===== src/hdl/dmcp_pkg.sv =====
// Shared types, codes and defaults of the demand mapping cache policy core.
// Used by the controller, datapath and top level; depends on nothing.
package dmcp_pkg;

  localparam int unsigned MapPagesDef         = 65536;
  localparam int unsigned RealSlotsDef        = 64;
  localparam int unsigned GhostSlotsDef       = 16;
  localparam int unsigned EntriesPerTransDef  = 512;
  localparam int unsigned SectorsPerPageDef   = 4;

  localparam logic [15:0] TrpReset = 16'd128;

  localparam logic [1:0] StInvalid = 2'd0;
  localparam logic [1:0] StReal    = 2'd1;
  localparam logic [1:0] StGhost   = 2'd2;

  localparam logic [2:0] CmdReadTrans  = 3'd0;
  localparam logic [2:0] CmdWriteTrans = 3'd1;
  localparam logic [2:0] CmdReadData   = 3'd2;
  localparam logic [2:0] CmdWriteData  = 3'd3;
  localparam logic [2:0] CmdRangeErr   = 3'd4;

  typedef struct packed {
    logic [15:0] logical_page;
    logic        is_read;
    logic        request_end;
  } dmcp_in_t;

  typedef struct packed {
    logic [2:0]  command_kind;
    logic [17:0] flash_sector;
    logic        last_of_item;
    logic        request_done;
  } dmcp_out_t;

  typedef struct packed {
    logic [1:0]  status;
    logic        dirty;
    logic [31:0] age;
  } dmcp_entry_t;

  typedef enum logic [4:0] {
    OP_NONE,
    OP_CLEAR,
    OP_LOAD,
    OP_RD_P,
    OP_CAP_CUR,
    OP_INC_P,
    OP_SINIT_R,
    OP_SINIT_G,
    OP_SCAN,
    OP_RD_MIN,
    OP_RD_NEW,
    OP_CAP_OTH,
    OP_NEWEST_IF,
    OP_SWAP,
    OP_SWAP2,
    OP_DIV_MIN,
    OP_DIV_P,
    OP_EMIT_T0,
    OP_EMIT_T1,
    OP_EVICT,
    OP_DEMOTE,
    OP_INSTALL,
    OP_FINAL
  } dmcp_op_e;

  typedef struct packed {
    logic       clr_last;
    logic       err;
    logic [1:0] status;
    logic       rfull;
    logic       gfull;
    logic       min_vld;
    logic       age_le;
    logic       oth_dirty;
    logic       match_vld;
    logic       rfree_vld;
    logic       scan_done;
    logic       div_done;
    logic       out_free;
  } dmcp_stat_t;

endpackage


===== src/hdl/dmcp_ctrl.sv =====
// Controller state machine: sequences clearing, lookup, scans, eviction and output.
// Depends on dmcp_pkg; issues commands to dmcp_dpath and reads its status.
module dmcp_ctrl (
  input  logic                 clk_i,
  input  logic                 rst_ni,
  input  logic                 in_valid_i,
  output logic                 in_ready_o,
  input  dmcp_pkg::dmcp_stat_t stat_i,
  output dmcp_pkg::dmcp_op_e   op_o
);
  import dmcp_pkg::*;

  typedef enum logic [5:0] {
    S_CLEAR, S_IDLE, S_RD_P, S_CAP, S_DISPATCH,
    S_GH_INC, S_GH_GINIT, S_GH_GSCAN, S_GH_RINIT, S_GH_RSCAN,
    S_GH_RD, S_GH_CAP, S_GH_CHK, S_GH_SWAP, S_GH_SWAP2,
    S_RH_INC, S_RH_RD, S_RH_CAP, S_RH_CHK,
    S_EG_INIT, S_EG_SCAN, S_EG_RD, S_EG_CAP, S_EG_CHK, S_EG_DIV, S_EG_WAIT,
    S_EG_EM0, S_EG_EM1, S_EG_EVICT,
    S_FG_INIT, S_FG_SCAN, S_R_INIT, S_R_SCAN,
    S_D_RD, S_D_CAP, S_D_DEM,
    S_T_DIV, S_T_WAIT, S_T_EM,
    S_N_RD, S_N_CAP, S_INST, S_FINAL
  } state_e;

  state_e state_q, state_d;

  always_comb begin
    state_d = state_q;
    op_o    = OP_NONE;
    unique case (state_q)
      S_CLEAR: begin
        op_o = OP_CLEAR;
        if (stat_i.clr_last) state_d = S_IDLE;
      end
      S_IDLE: begin
        if (in_valid_i) begin
          op_o    = OP_LOAD;
          state_d = S_RD_P;
        end
      end
      S_RD_P: begin op_o = OP_RD_P; state_d = S_CAP; end
      S_CAP:  begin op_o = OP_CAP_CUR; state_d = S_DISPATCH; end
      S_DISPATCH: begin
        if (stat_i.err) state_d = S_FINAL;
        else if (stat_i.status == StGhost) state_d = S_GH_INC;
        else if (stat_i.status == StReal) state_d = S_RH_INC;
        else if (stat_i.rfull) state_d = stat_i.gfull ? S_EG_INIT : S_FG_INIT;
        else state_d = S_R_INIT;
      end
      S_GH_INC:   begin op_o = OP_INC_P; state_d = S_GH_GINIT; end
      S_GH_GINIT: begin op_o = OP_SINIT_G; state_d = S_GH_GSCAN; end
      S_GH_GSCAN: begin
        op_o = OP_SCAN;
        if (stat_i.scan_done) state_d = S_GH_RINIT;
      end
      S_GH_RINIT: begin op_o = OP_SINIT_R; state_d = S_GH_RSCAN; end
      S_GH_RSCAN: begin
        op_o = OP_SCAN;
        if (stat_i.scan_done) state_d = stat_i.min_vld ? S_GH_RD : S_FINAL;
      end
      S_GH_RD:  begin op_o = OP_RD_MIN; state_d = S_GH_CAP; end
      S_GH_CAP: begin op_o = OP_CAP_OTH; state_d = S_GH_CHK; end
      S_GH_CHK: state_d = (stat_i.age_le && stat_i.match_vld) ? S_GH_SWAP : S_FINAL;
      S_GH_SWAP:  begin op_o = OP_SWAP; state_d = S_GH_SWAP2; end
      S_GH_SWAP2: begin op_o = OP_SWAP2; state_d = S_FINAL; end
      S_RH_INC: begin op_o = OP_INC_P; state_d = S_RH_RD; end
      S_RH_RD:  begin op_o = OP_RD_NEW; state_d = S_RH_CAP; end
      S_RH_CAP: begin op_o = OP_CAP_OTH; state_d = S_RH_CHK; end
      S_RH_CHK: begin op_o = OP_NEWEST_IF; state_d = S_FINAL; end
      S_EG_INIT: begin op_o = OP_SINIT_G; state_d = S_EG_SCAN; end
      S_EG_SCAN: begin
        op_o = OP_SCAN;
        if (stat_i.scan_done) state_d = stat_i.min_vld ? S_EG_RD : S_FG_INIT;
      end
      S_EG_RD:  begin op_o = OP_RD_MIN; state_d = S_EG_CAP; end
      S_EG_CAP: begin op_o = OP_CAP_OTH; state_d = S_EG_CHK; end
      S_EG_CHK: state_d = stat_i.oth_dirty ? S_EG_DIV : S_EG_EVICT;
      S_EG_DIV: begin op_o = OP_DIV_MIN; state_d = S_EG_WAIT; end
      S_EG_WAIT: if (stat_i.div_done) state_d = S_EG_EM0;
      S_EG_EM0: begin
        if (stat_i.out_free) begin
          op_o    = OP_EMIT_T0;
          state_d = S_EG_EM1;
        end
      end
      S_EG_EM1: begin
        if (stat_i.out_free) begin
          op_o    = OP_EMIT_T1;
          state_d = S_EG_EVICT;
        end
      end
      S_EG_EVICT: begin op_o = OP_EVICT; state_d = S_FG_INIT; end
      S_FG_INIT:  begin op_o = OP_SINIT_G; state_d = S_FG_SCAN; end
      S_FG_SCAN: begin
        op_o = OP_SCAN;
        if (stat_i.scan_done) state_d = S_R_INIT;
      end
      S_R_INIT: begin op_o = OP_SINIT_R; state_d = S_R_SCAN; end
      S_R_SCAN: begin
        op_o = OP_SCAN;
        if (stat_i.scan_done) state_d = (stat_i.rfull && stat_i.min_vld) ? S_D_RD : S_T_DIV;
      end
      S_D_RD:  begin op_o = OP_RD_MIN; state_d = S_D_CAP; end
      S_D_CAP: begin op_o = OP_CAP_OTH; state_d = S_D_DEM; end
      S_D_DEM: begin op_o = OP_DEMOTE; state_d = S_T_DIV; end
      S_T_DIV: begin op_o = OP_DIV_P; state_d = S_T_WAIT; end
      S_T_WAIT: if (stat_i.div_done) state_d = S_T_EM;
      S_T_EM: begin
        if (stat_i.out_free) begin
          op_o    = OP_EMIT_T0;
          state_d = stat_i.rfree_vld ? S_N_RD : S_FINAL;
        end
      end
      S_N_RD:  begin op_o = OP_RD_NEW; state_d = S_N_CAP; end
      S_N_CAP: begin op_o = OP_CAP_OTH; state_d = S_INST; end
      S_INST:  begin op_o = OP_INSTALL; state_d = S_FINAL; end
      S_FINAL: begin
        if (stat_i.out_free) begin
          op_o    = OP_FINAL;
          state_d = S_IDLE;
        end
      end
      default: state_d = S_IDLE;
    endcase
  end

  always_ff @(posedge clk_i or negedge rst_ni) begin
    if (!rst_ni) begin
      state_q <= S_CLEAR;
    end else begin
      state_q <= state_d;
    end
  end

  assign in_ready_o = state_q == S_IDLE;

endmodule


===== config.mk =====
export PLATFORM = sky130hd
export DESIGN_NAME = dmcp_ctrl
export DESIGN_NICKNAME = d
export VERILOG_FILES = /design/src/hdl/dmcp_pkg.sv /design/src/hdl/dmcp_ctrl.sv
export SDC_FILE = /design/constraint.sdc
export NUM_CORES = 1
export LEC_CHECK = 0
export BUFFER_PORTS_ARGS = -buffer_cell sky130_fd_sc_hd__buf_2
export CAP_MARGIN = 10
export CORE_MARGIN = 3
export CORE_UTILIZATION = 41
export DETAILED_ROUTE_END_ITERATION = 7
export PLACE_DENSITY = 0.61
export SYNTH_ARGS = -nofsm -noshare
export SYNTH_HDL_FRONTEND = slang
export SYNTH_SLANG_ARGS = --single-unit

===== constraint.sdc =====
create_clock -name clk_i -period 3.5 [get_ports clk_i]
set_input_delay 0.35 -clock clk_i [delete_from_list [all_inputs] [get_ports clk_i]]
set_output_delay 0.35 -clock clk_i [all_outputs]
set_load 0.005 [all_outputs]

==> impl_results.md <==
* Outcome: finished, final reports clean
* Syn_area_per_cell at 6.79 sq um
* Overall routing resource usage at a little over a fifth
* Initial antenna violation count at 0
* Drt drc at 0
* Cell mode on critical path: nor2_1
* Crit path largest cell delay at around 990 ps
* Routed via count at between 1.5k and 2k
* TritonCTS clock tree: done
* Max reg flops at 6
* NumNets Final at roughly 250
* Core area at between 3000 and 4000 sq um
* Final Critical Period at 2860 ps
* EDFF count, synth at 0
* Static Leak at between 0.0006 and 0.0007 uW
* Synth area leader: dfrtp_1
* First-pass GRT wire length at roughly 7.4 mm
* Critical path's slowest cell: dfrtp_1
* Top reg by flops: state_q
* Part of the power in registers at between 10% and 20%
* Worst Tran Pin Value at 1010 ps
* Sw Share at a little over half
* CTS clock-pin slew for the worst setup and hold paths at roughly 40 ps
* Fmax at 0.350 GHz
* GPL Wtd Cong at 0.879
* Number of I/O port buffers at 22
* Area growth from synthesis to layout at 11.0%
* Post-Synthesis Cells at ~210
* Final Hold Fails at 0
* H-tree depth at 1
* WL final at between 4 and 5 mm
* Clock buffer count from CTS at 3
* # Post-CTS Setup Buffers at 0
* # IOs at 23
* Max_slew headroom at between 30% and 40%
* Synth top cells by count: 18 x nand2_1, 13 x a21oi_1, 13 x nor2_1
* Pins Over Slew Limit at 0
* Top Registers: state_q x6
* Period utilization at around four fifths
* Vias in the first global route at approximately 1.5k
* Worst EP required at 3150 ps
* Final Skew at 2.74 ps
* Worst-Skew Late Latency at roughly 240 ps
* Worst setup EP type: output port
* Final setup fails at 0
* Die ar. at approximately 4300 sq um
* Die Y at between 60 and 70 microns
* Ys async rst share at 100%
* Initial Utilization at between 40 and 50%
* Type of the worst setup path: reg -> out
* Setup WS pre-CTS at about 890 ps
* Setup TNS at 0 ps
* Largest net degree at the start of global routing at 37
* Combinational share of power at about 77%
* DRT iter0 DRCs at 173
* Main synth FF type: dfrtp_1
* Ant diodes at 0
* Per-cell routed wire length at 16.5 microns
* CP cell instances: nor2_1, a211o_1, a31oi_1, nor2_1, or3_1, buf_2
* Ys Warns at 0
* CP Max Fanout at 36
* Final Util at about half
* Delay-heaviest family, CP: flip-flops
* Power share of the clock group at 4.1%
* Share of layout cells above drive strength 1 at about a fifth
* Clk root buf: clkbuf_4
* DP Wirelength at approximately 3.3 mm
* Routed Antenna Nets at 0
* Sequential share of the synthesized area at a little over a tenth
* Via density at between 6 and 7
* Rows at 20
* Synth area leaders: dfrtp_1 10%, nand2_1 4.7%, a21oi_1 4.5%, nor2b_1 4.3%, buf_2 3.8%
* Hold Path Class: in -> async
* GRT overflow at 0
* Worst Setup Start Kind: flop
* Flops & latches, synth at 6
* TritonRoute pass-1 iters at 5
* Worst-case clock buffer depth at 2
* Distinct cell type count of the synthesized netlist at 59
* Syn Std Cell Area at ~1400 sq um
* CP bufs+invs at 1
* Pwr/cell area at approximately 920 nW/um^2
* CTS sink cnt at 6
* Final WS setup at 640 ps
* Count leader, synth: nand2_1
* Critical Path AT at 2510 ps
* MaxCap Viol Count at 0
* P_sw at roughly 800 uW
* Synth top area share at about a tenth
* Die width at ~65 microns
* Syn_nets at about 230
* Int Power at 664 uW
* RSZ-0062 raised after global routing: no
* Max VDD drop at 0.000292 V
cells in the final DEF (no fill, tap or decap), drive strengths merged, types with 4 or more instances in the layout:
cell type / netlist / final
nor3: 4 / 4
nand2b: 8 / 8
inv: 7 / 7
nand2: 18 / 18
buf: 17 / 30
o22ai: 4 / 4
or2: 5 / 5
nand4: 4 / 4
o211ai: 4 / 4
a31oi: 8 / 8
dfrtp: 6 / 6
nand3: 7 / 7
nor2: 13 / 13
nor4: 7 / 7
o21ai: 10 / 10
a21oi: 13 / 13
nor2b: 10 / 10
area by class of cell:
class | instances | area [sq um]
multi-input cells | 178 | 1160
clock buffers | 3 | 22.5
well taps | 44 | 55.1
repair buffers | 31 | 180
flip-flops and latches | 6 | 150
inverters | 7 | 26.3
fillers | 349 | 1610
metrics by stage:
step                cells  instance area, sq um  hold WS (ps)  power (uW)
finish                269                  1600           457        1470
global route          269                  1600           463        1600
CTS                   269                  1600           456        1450
detailed placement    265                  1560           176        1380
global placement      265                  1560           175        1400
floorplan             212                  1440          54.4        1080
what timing repair did:
item | in CTS | in global routing
hold buffers | 1 | 0
hold endpoints to repair | 6 | 0
resized for setup | 0 | 0
metal layers:
| metal | routed length (microns) | track usage, % | up-vias |
|---|---|---|---|
| li1 | - | - | 833 |
| met1 | 1990 | 32.4 | 783 |
| met2 | 2020 | 32.2 | 91 |
| met3 | 421 | 2.22 | 0 |
| met4 | 0 | 3.37 | 0 |
| met5 | 0 | 0 | - |
power by group through the flow:
stage / clock [uW] / sequential (uW) / combinational [uW]
after floorplan: 0 / 130 / 950
after global placement: 0 / 269 / 1130
after detailed placement: 0 / 264 / 1110
after CTS: 63.4 / 264 / 1120
after global routing: 68.7 / 286 / 1250
final: 60.8 / 273 / 1130
cell families after synthesis:
family / synth area share (%)
fa+ha+maj: 1.74
buf+inv: 8.78
flops: 10.4
compound gates: 36.5
simple gates: 38.1
mux: 4.43
final timing paths:
kind,startpoint,cells after the start,slack [ps],end
max,state_q[2],6,640,op_o[0]
min in group clk_i,stat_i[12],4,480,state_q[4]
max reg2reg,state_q[2],5,840,state_q[1]
min reg2reg,state_q[0],1,920,state_q[0]
max in group asynchronous,rst_ni,2,2910,state_q[0]
min,rst_ni,2,460,state_q[5]
(Power assumes the default switching activity.)
